<file path="src/design/tdi_pkg.sv">
package tdi_pkg;

  localparam int DEF_RING_DEPTH = 64;
  localparam int CH       = 4;
  localparam int SAMPLE_W = 16;
  localparam int TIME_W   = 32;
  localparam int DELAY_W  = 20;
  localparam int TD_W     = TIME_W + 1;   // now - delay
  localparam int DIFF_W   = TIME_W + 2;   // entry time - delayed time
  localparam int PROD_W   = DIFF_W + SAMPLE_W;
  localparam int NUM_W    = PROD_W + 1;
  localparam int DEN_W    = TIME_W + 1;
  localparam int ROW_W    = TIME_W + CH * SAMPLE_W;
  localparam int CH_W     = (CH > 1) ? $clog2(CH) : 1;

  localparam int OP_STORE = 0;
  localparam int OP_READ  = 1;

  localparam int REG_DELAY = 0;
  localparam int REG_INIT  = 1;

  localparam logic [DELAY_W-1:0]  DELAY_RST = DELAY_W'(100);
  localparam logic [SAMPLE_W-1:0] INIT_RST  = '0;

  typedef struct packed {
    logic                    start;
    logic signed [NUM_W-1:0] num;
    logic signed [DEN_W-1:0] den;
  } div_req_t;

endpackage

</file>
<file path="src/design/tdi_div.sv">
module tdi_div (
  input  logic                       clk,
  input  logic                       rst,
  input  tdi_pkg::div_req_t          req,
  output logic                       done,
  output logic signed [tdi_pkg::SAMPLE_W-1:0] quot
);
  import tdi_pkg::*;

  localparam int NN_W = NUM_W + 2;
  localparam int Q_W  = SAMPLE_W + 1;

  logic [NUM_W-1:0] n_abs;
  logic [DEN_W-1:0] d_abs;
  logic [NN_W-1:0]  nn;
  logic [NN_W-1:0]  d2;
  logic             over;

  logic             busy;
  logic             neg;
  logic [NN_W-1:0]  rem;
  logic [NN_W-1:0]  dsh;
  logic [Q_W-1:0]   q;
  logic [4:0]       cnt;

  // rounded quotient is floor((2n + d) / 2d)
  always_comb begin
    n_abs = req.num[NUM_W-1] ? NUM_W'(-req.num) : NUM_W'(req.num);
    d_abs = req.den[DEN_W-1] ? DEN_W'(-req.den) : DEN_W'(req.den);
    nn    = {n_abs, 1'b0} + NN_W'(d_abs);
    d2    = NN_W'({d_abs, 1'b0});
    over  = nn >= (d2 << Q_W);
  end

  always_ff @(posedge clk) begin
    if (rst) begin
      busy <= 1'b0;
      done <= 1'b0;
    end else begin
      done <= 1'b0;
      if (req.start) begin
        neg <= req.num[NUM_W-1] ^ req.den[DEN_W-1];
        rem <= nn;
        dsh <= d2 << (Q_W - 1);
        cnt <= 5'(Q_W - 1);
        if (over) begin
          q    <= '1;
          done <= 1'b1;
        end else begin
          q    <= '0;
          busy <= 1'b1;
        end
      end else if (busy) begin
        if (rem >= dsh) begin
          rem <= rem - dsh;
          q   <= {q[Q_W-2:0], 1'b1};
        end else begin
          q   <= {q[Q_W-2:0], 1'b0};
        end
        dsh <= dsh >> 1;
        cnt <= cnt - 5'd1;
        if (cnt == 5'd0) begin
          busy <= 1'b0;
          done <= 1'b1;
        end
      end
    end
  end

  // saturate to the sample range
  always_comb begin
    if (neg) begin
      if (q > Q_W'(32768)) quot = 16'sh8000;
      else                 quot = SAMPLE_W'(-q);
    end else begin
      if (q > Q_W'(32767)) quot = 16'sh7fff;
      else                 quot = q[SAMPLE_W-1:0];
    end
  end

endmodule

</file>
<file path="config.mk">
export PLATFORM = sky130hd
export DESIGN_NAME = tdi_div
export DESIGN_NICKNAME = d
export VERILOG_FILES = /design/src/design/tdi_pkg.sv /design/src/design/tdi_div.sv
export SDC_FILE = /design/constraint.sdc
export NUM_CORES = 1
export LEC_CHECK = 0
export ABC_AREA = 1
export ABC_CLOCK_PERIOD_IN_PS = 6400
export BUFFER_PORTS_ARGS = -buffer_cell sky130_fd_sc_hd__buf_4
export CORE_UTILIZATION = 49
export DETAILED_ROUTE_END_ITERATION = 10
export HOLD_SLACK_MARGIN = 0.12
export PLACE_DENSITY = 0.72
export REMOVE_ABC_BUFFERS = 1
export SKIP_CTS_REPAIR_TIMING = 1
export SLEW_MARGIN = 20
export SYNTH_ARGS = -nofsm -noshare
export SYNTH_HDL_FRONTEND = slang
export SYNTH_SLANG_ARGS = --single-unit
</file>
<file path="constraint.sdc">
create_clock -name clk -period 6.4 [get_ports clk]
set_input_delay 1.28 -clock clk [delete_from_list [all_inputs] [get_ports clk]]
set_output_delay 1.28 -clock clk [all_outputs]
set_load 0.01 [all_outputs]
</file>
==> metrics.log, run 1 <==
INFO  metric layout.cells.most_common_list = buf_4, nand2_1, inv_1
INFO  metric ys_async_sr_fraction = 0%
INFO  metric clock_sink_count = around 130
INFO  metric antenna_found_initial = 0
INFO  metric place.detailed.hpwl = just under 40,000 µm
INFO  metric core = 28,900 µm²
INFO  metric route.detailed.vias_per_inst = between 5 and 6
INFO  metric groute.usage.overall = 31.5%
INFO  metric setup.worst_path.start_class = primary input
INFO  metric std_cell_rows = 62
INFO  metric place.port_buffers = between 100 and 150
INFO  metric hold_wc_path_type = reg2reg
INFO  metric cts_made_buffers = 17
INFO  metric ys_top_cells_by_area = edfxtp_1, nand2_1, ha_1
INFO  metric detailroute.via_count = 16,396
INFO  metric final_core_util = 69.0%
INFO  metric cts.htree.levels = 4
INFO  metric wl_per_cell = between 15 and 20 µm
INFO  metric hold_viol = 0
INFO  metric worst_path_max_delay_cell = ha_1
INFO  metric pre_cts_slack = -1.06 ns
INFO  metric synth_cells = 2,149
INFO  metric synth.top_cell.area_share = 26.0%
INFO  metric syn_std_cell_area = 14,500 µm²
INFO  metric postSynthRegisterBits = roughly 130
INFO  metric global_route_wire_length_before_repair = 76,500 µm
INFO  metric num-nets-final = ~2,800
INFO  metric cts_buffer_depth = 2
INFO  metric tritoncts_clock_tree = built
INFO  metric drt_wl_total = 49,700 µm
INFO  metric synth_cell_types = about 60
INFO  metric yosys.area.top_type = edfxtp_1
INFO  metric gp_congestion = 0.971
INFO  metric max-slew-margin-rel = 46.0%
INFO  metric failing_checks = setup timing
INFO  metric ff2ff_setup_slack = about 2.8 ns
INFO  metric design.die.area = 30,400 µm²
INFO  metric cpPeakStageDelay = around 0.32 ns
INFO  metric fraction_of_layout_cells_with_a_size_suffix_above_1 = 28.2%
INFO  metric max-cap-violations = 0
INFO  metric antenna_left = 0
INFO  metric synth-edff-count = 126
INFO  metric grt_max_degree = slightly above 90
INFO  metric area.growth.synth_to_final = 37.3%
INFO  metric crit_fanout = 4
INFO  metric grt_pass1_vias = roughly 16,000
INFO  metric fin_crit = 6.60 ns
INFO  metric synth_ff_type = edfxtp_1
INFO  metric status = finished, violations left
INFO  metric global_route.overflow_total = 0
INFO  metric dieWidth = 174 µm
INFO  metric cts.root.buffer_cell = clkbuf_16
INFO  metric timing.setup.critical_path_class = in2reg
INFO  metric setup_tns = -3.31 ns
INFO  metric synth-warning-count = 0
INFO  metric chipHeight = between 150 and 200 µm
INFO  metric boundaryPins = 104
INFO  metric detail_route.drc_violations = 0
INFO  metric clk_pin_slew_worst_paths = 0.06 ns
INFO  metric dr.pass1.iters = 6
INFO  metric worst_setup_path_end_kind = flop
INFO  metric finalCritPeriodShare = 103%
INFO  metric power_per_cell_area = 223 nW/µm²
INFO  metric leakagePower = 9.47 nW
INFO  metric timing_max_transition_violations_final = 0
INFO  metric clock_insertion_delay_worst_skew = roughly 0.44 ns
INFO  metric clock_skew = ~0.014 ns
INFO  metric rsz0062_at_grt = true
INFO  metric setup-violations-final = 19
INFO  metric required = 6.68 ns
INFO  metric layout_commonest_cell = buf_4
INFO  metric synthesis.area_per_instance = 6.77 µm²
INFO  metric setup_ws_post_layout = -0.196 ns
INFO  metric critical_path_arrival = a little under 7 ns
INFO  metric insertedDiodeCount = 0
INFO  metric drt-initial-drc-count = 1,298
INFO  metric most_used_cell_along_the_critical_path = nand2_2
INFO  metric max-vdd-ir-drop = 0.186 mV
INFO  metric worst_slew_pin_slew = 0.810 ns
INFO  metric synth-seq-area-share = 26.3%
INFO  metric initial_utilization = 50.3%
INFO  metric fmax = 152 MHz
critical path: cells and delay by family:
family,cells,cell delay (ns)
AND/OR/NAND/NOR,26,2.81
AO/OA/AOI/OAI,8,1.19
adder cells (fa/ha/maj),3,0.78
XOR/XNOR,2,0.42
buffers and inverters,4,0.37
area by class of cell:
type	count	area [µm²]
multi-input cells	1673	10200
fillers	2448	8970
flip-flops and latches	128	3820
repair buffers	480	3630
inverters	316	1200
well taps	384	480
clock buffers	18	429
clock inverters	14	239
routing by layer:
| layer | vias up | global-route usage (%) | routed length [µm] |
|---|---|---|---|
| met5 | - | 0 | 0 |
| met4 | 0 | 13.7 | 2220 |
| met3 | 121 | 3.74 | 3130 |
| met2 | 611 | 55.3 | 24000 |
| met1 | 7561 | 38.7 | 20300 |
| li1 | 8103 | - | - |
state kept, by name, summed over array words and instances (netlist names):
register	flops
q	17
neg	1
done	1
busy	1
dsh	50
cnt	5
rem	53
Yosys cell counts (3+ instances only):
master	number
edfxtp_1	126
o21bai_1	6
buf_2	3
a21oi_1	158
o21a_1	8
o31ai_1	11
nand2_1	466
nand4_1	39
o21ai_0	157
a21boi_0	3
nand2_2	21
inv_2	6
xnor2_1	42
nor2_1	257
xor2_1	87
nand3_2	9
nand3b_1	5
a21o_1	3
o22ai_1	4
nor3_1	29
o221ai_1	6
o21ai_2	7
nor2_4	4
inv_1	309
o211ai_1	4
a31oi_1	16
mux2i_1	4
nor2_2	15
o21ai_1	9
a211oi_1	3
nor4_1	19
ha_1	117
buf_1	9
clkbuf_1	20
or2_2	23
nand3_1	113
path summary, 6_finish.rpt:
| check | from | to | cells past startpoint |
|---|---|---|---|
| worst max-delay path | req[0] | q[11]$_DFFE_PP_ | 43 |
| worst min-delay path | busy$_SDFFE_PP0P_ | busy$_SDFFE_PP0P_ | 2 |
| worst max register to register | dsh[8]$_SDFFCE_PP0P_ | rem[52]$_DFFE_PP_ | 20 |
| worst min register to register | busy$_SDFFE_PP0P_ | busy$_SDFFE_PP0P_ | 2 |
stage by stage:
step / instances / total power [W] / hold slack [ns] / cell area, µm²
after global placement: 2952 / 0.00309 / 0.452 / 18300
after CTS: 2984 / 0.00425 / 0.480 / 18900
after detailed placement: 2952 / 0.00314 / 0.473 / 18300
after floorplan: 2115 / 0.00223 / 0.441 / 14400
final: 3013 / 0.00446 / 0.488 / 20000
after global routing: 3013 / 0.00471 / 0.506 / 20000
kinds of logic after synthesis:
kind of cell	Yosys count	synth area share, %
and+or+nand+nor	1006	30.1
AOI/OAI and AO/OA	411	15.8
buffers and inverters	350	9.20
xor gates and xnor gates	130	7.88
DFF	128	26.3
adders and majority gates	119	10.3
muxes	5	0.353
where the power goes:
| group | internal, W | total (W) | switching [W] |
|---|---|---|---|
| Clock | 0.000729 | 0.00111 | 0.000378 |
| Sequential | 0.00104 | 0.00108 | 0.0000344 |
| Combinational | 0.000983 | 0.00227 | 0.00129 |
| Total | 0.00275 | 0.00446 | 0.00170 |
(Power assumes the default switching activity.)
==> inputs of run 2 (changes only) <==
--- a/config.mk
+++ b/config.mk
@@ -5,7 +5,7 @@
 export SDC_FILE = /design/constraint.sdc
 export NUM_CORES = 1
 export LEC_CHECK = 0
-export ABC_AREA = 1
+export ABC_AREA = 0
 export ABC_CLOCK_PERIOD_IN_PS = 6400
 export BUFFER_PORTS_ARGS = -buffer_cell sky130_fd_sc_hd__buf_4
 export CORE_UTILIZATION = 49
==> metrics.log, run 2 <==
INFO  metric setup.worst_path.start_class = primary input
INFO  metric place.port_buffers = around 100
INFO  metric synth-seq-area-share = 28.2%
INFO  metric detailroute.via_count = 14,065
INFO  metric core = 27,000 µm²
INFO  metric route.detailed.vias_per_inst = 5.85
INFO  metric setup_tns = -26.44 ns
INFO  metric global_route_wire_length_before_repair = a little under 70,000 µm
INFO  metric drt-initial-drc-count = 992
INFO  metric cts.htree.levels = 4
INFO  metric synth-edff-count = 126
INFO  metric grt_max_degree = 69
INFO  metric num-nets-final = 2,259
INFO  metric power_per_cell_area = roughly 230 nW/µm²
INFO  metric leakagePower = 8.18 nW
INFO  metric finalCritPeriodShare = 122%
INFO  metric layout_commonest_cell = buf_4
INFO  metric largest_register_ff_count = 53
INFO  metric cp.buffers_inverters = 7
INFO  metric layout_top_registers = rem x53, dsh x50, q x17
INFO  metric crit_fanout = 5
INFO  metric layout.cells.most_common_list = buf_4, nor2_1, inv_1
INFO  metric final_core_util = between 60% and 70%
INFO  metric drt_wl_total = 43,800 µm
INFO  metric synth.top_cell.area_share = 27.9%
INFO  metric antenna_left = 0
INFO  metric cts_made_buffers = 17
INFO  metric initial_utilization = 50.1%
INFO  metric boundaryPins = approximately 100
INFO  metric fmax = roughly 130 MHz
INFO  metric timing_max_transition_violations_final = 0
INFO  metric cpPeakStageDelay = 0.56 ns
INFO  metric insertedDiodeCount = 0
INFO  metric rsz0062_at_grt = true
INFO  metric cp_top_family = simple AND/OR/NAND/NOR gates
INFO  metric most_used_cell_along_the_critical_path = buf_4
INFO  metric wl_per_cell = around 18 µm
INFO  metric synth-warning-count = 0
INFO  metric tritoncts_clock_tree = built
INFO  metric yosys.area.top_type = edfxtp_1
INFO  metric hold_wc_path_type = reg2reg
INFO  metric std_cell_rows = 60
INFO  metric clock_skew = 0.0116 ns
INFO  metric chipHeight = approximately 170 µm
INFO  metric worst_slew_pin_slew = just over 0.9 ns
INFO  metric final_cell_count_no_fill = roughly 2,400
INFO  metric status = finished, violations left
INFO  metric max-cap-violations = 0
INFO  metric groute.usage.overall = roughly 30%
INFO  metric place_inst = ~2,400
INFO  metric synth.top_cells.by_count = nor2_1, a21oi_1, inv_1
INFO  metric place.detailed.hpwl = 34,800 µm
INFO  metric ys_async_sr_fraction = 0%
INFO  metric grt_pass1_vias = 13,525
INFO  metric minimum_hold_slack = 0.557 ns
INFO  metric antenna_found_initial = 0
INFO  metric clock_sink_count = 128
INFO  metric critical_path_arrival = 8.08 ns
INFO  metric setup_ws_post_layout = -1.42 ns
INFO  metric clock_insertion_delay_worst_skew = 0.42 ns
INFO  metric dieWidth = 168 µm
INFO  metric ff2ff_setup_slack = 1.53 ns
INFO  metric dr.pass1.iters = 6
INFO  metric postSynthRegisterBits = 128
INFO  metric worst_path_max_delay_cell = or4_4
INFO  metric gp_congestion = 0.973
INFO  metric cts.root.buffer_cell = clkbuf_16
INFO  metric area.growth.synth_to_final = 35.6%
INFO  metric required = 6.66 ns
INFO  metric synthesis.area_per_instance = 8.35 µm²
INFO  metric detail_route.drc_violations = 0
INFO  metric largest-register = rem
INFO  metric setup-violations-final = 19
INFO  metric synth_ff_type = edfxtp_1
INFO  metric hold_viol = 0
INFO  metric cts_buffer_depth = 2
INFO  metric timing.setup.critical_path_class = in2reg
INFO  metric max-vdd-ir-drop = approximately 0.16 mV
INFO  metric pre_cts_slack = -2.11 ns
INFO  metric synth_cell_types = 89
INFO  metric synth_most_common_cell = nor2_1
INFO  metric synth_cells = 1,622
INFO  metric fillers = between 2,000 and 2,500
INFO  metric syn_std_cell_area = 13,500 µm²
INFO  metric max-slew-margin-rel = 38.3%
INFO  metric failing_checks = setup timing
INFO  metric design.die.area = 28,300 µm²
INFO  metric global_route.overflow_total = 0
INFO  metric fin_crit = 7.82 ns
INFO  metric worst_setup_path_end_kind = flop
INFO  metric clk_pin_slew_worst_paths = 0.06 ns
INFO  metric ys_top_cells_by_area = edfxtp_1, ha_1, xnor2_1
INFO  metric fraction_of_layout_cells_with_a_size_suffix_above_1 = 29.5%
==> run 2: changes by cell type in the layout (fill, tap and decap cells not counted), moves of 18 or more <==
cell	change
nand2_1	-320
inv_1	-169
nor2_1	-102
nand3_1	-77
a21o_1	+61
xnor2_1	+49
nand2_2	-41
nand2b_1	+27
o21ai_0	-27
nor2_2	-24
or3_1	+22
nor2b_1	+18
or2_2	-18
==> run 2: final cells by class <==
cell class                      instances  area (µm²)  area share (%)
Clock buffer                           17         425            2.32
Clock inverter                         14         190            1.03
Inverter                              131         492            2.68
Multi-Input combinational cell       1307        9440            51.4
Sequential cell                       128        3820            20.8
Tap cell                              341         427            2.32
Timing Repair Buffer                  468        3580            19.5
==> run 2: cell families (layout without fill, tap and decap cells) <==
kind of cell | count (synthesis) | count (layout) | share of synthesized area, %
AND/OR/NAND/NOR | 513 | 513 | 19.4
AO/OA/AOI/OAI | 499 | 499 | 24.2
buffers and inverters | 187 | 630 | 5.41
XOR/XNOR | 165 | 165 | 10.8
flip-flops | 128 | 128 | 28.2
adder cells (fa/ha/maj) | 120 | 120 | 11.2
multiplexers | 10 | 10 | 0.804
==> run 2: report_power, final <==
group | leakage (nW) | internal [W] | switching [W]
logic | 6.69 | 0.00100 | 0.00114
registers | 1.20 | 0.00105 | 0.0000457
clock network | 0.291 | 0.000649 | 0.000373
total | 8.18 | 0.00271 | 0.00156
==> run 2: worst register-to-register path, delay by kind of cell (launching register included) <==
kind	cells	cell delay, ns
AOI/OAI and AO/OA	10	3.46
adders and majority gates	1	0.38
DFF	1	0.37
muxes	1	0.28
xor gates and xnor gates	1	0.14
==> run 2: metal layers <==
metal  up-vias  global-route usage, %  wire length, µm
li1       6844                      -                -
met1      6599                   38.2            18400
met2       515                   51.6            20900
met3       107                   3.46             2620
met4         0                   14.1             1890
met5         -                      0                0
==> run 2: final timing paths <==
kind	startpoint	to	depth (start not counted)
worst max register to register	rem[8]$_DFFE_PP_	rem[37]$_DFFE_PP_	13
worst min-delay path	busy$_SDFFE_PP0P_	busy$_SDFFE_PP0P_	2
worst min register to register	busy$_SDFFE_PP0P_	busy$_SDFFE_PP0P_	2
worst max-delay path	req[3]	q[5]$_DFFE_PP_	34
==> run 2: through the flow <==
step / power [W] / cell area [µm²]
finish: 0.00426 / 18400
global route: 0.00448 / 18400
CTS: 0.00414 / 17800
detailed placement: 0.00311 / 17200
global placement: 0.00306 / 17200
floorplan: 0.00224 / 13300
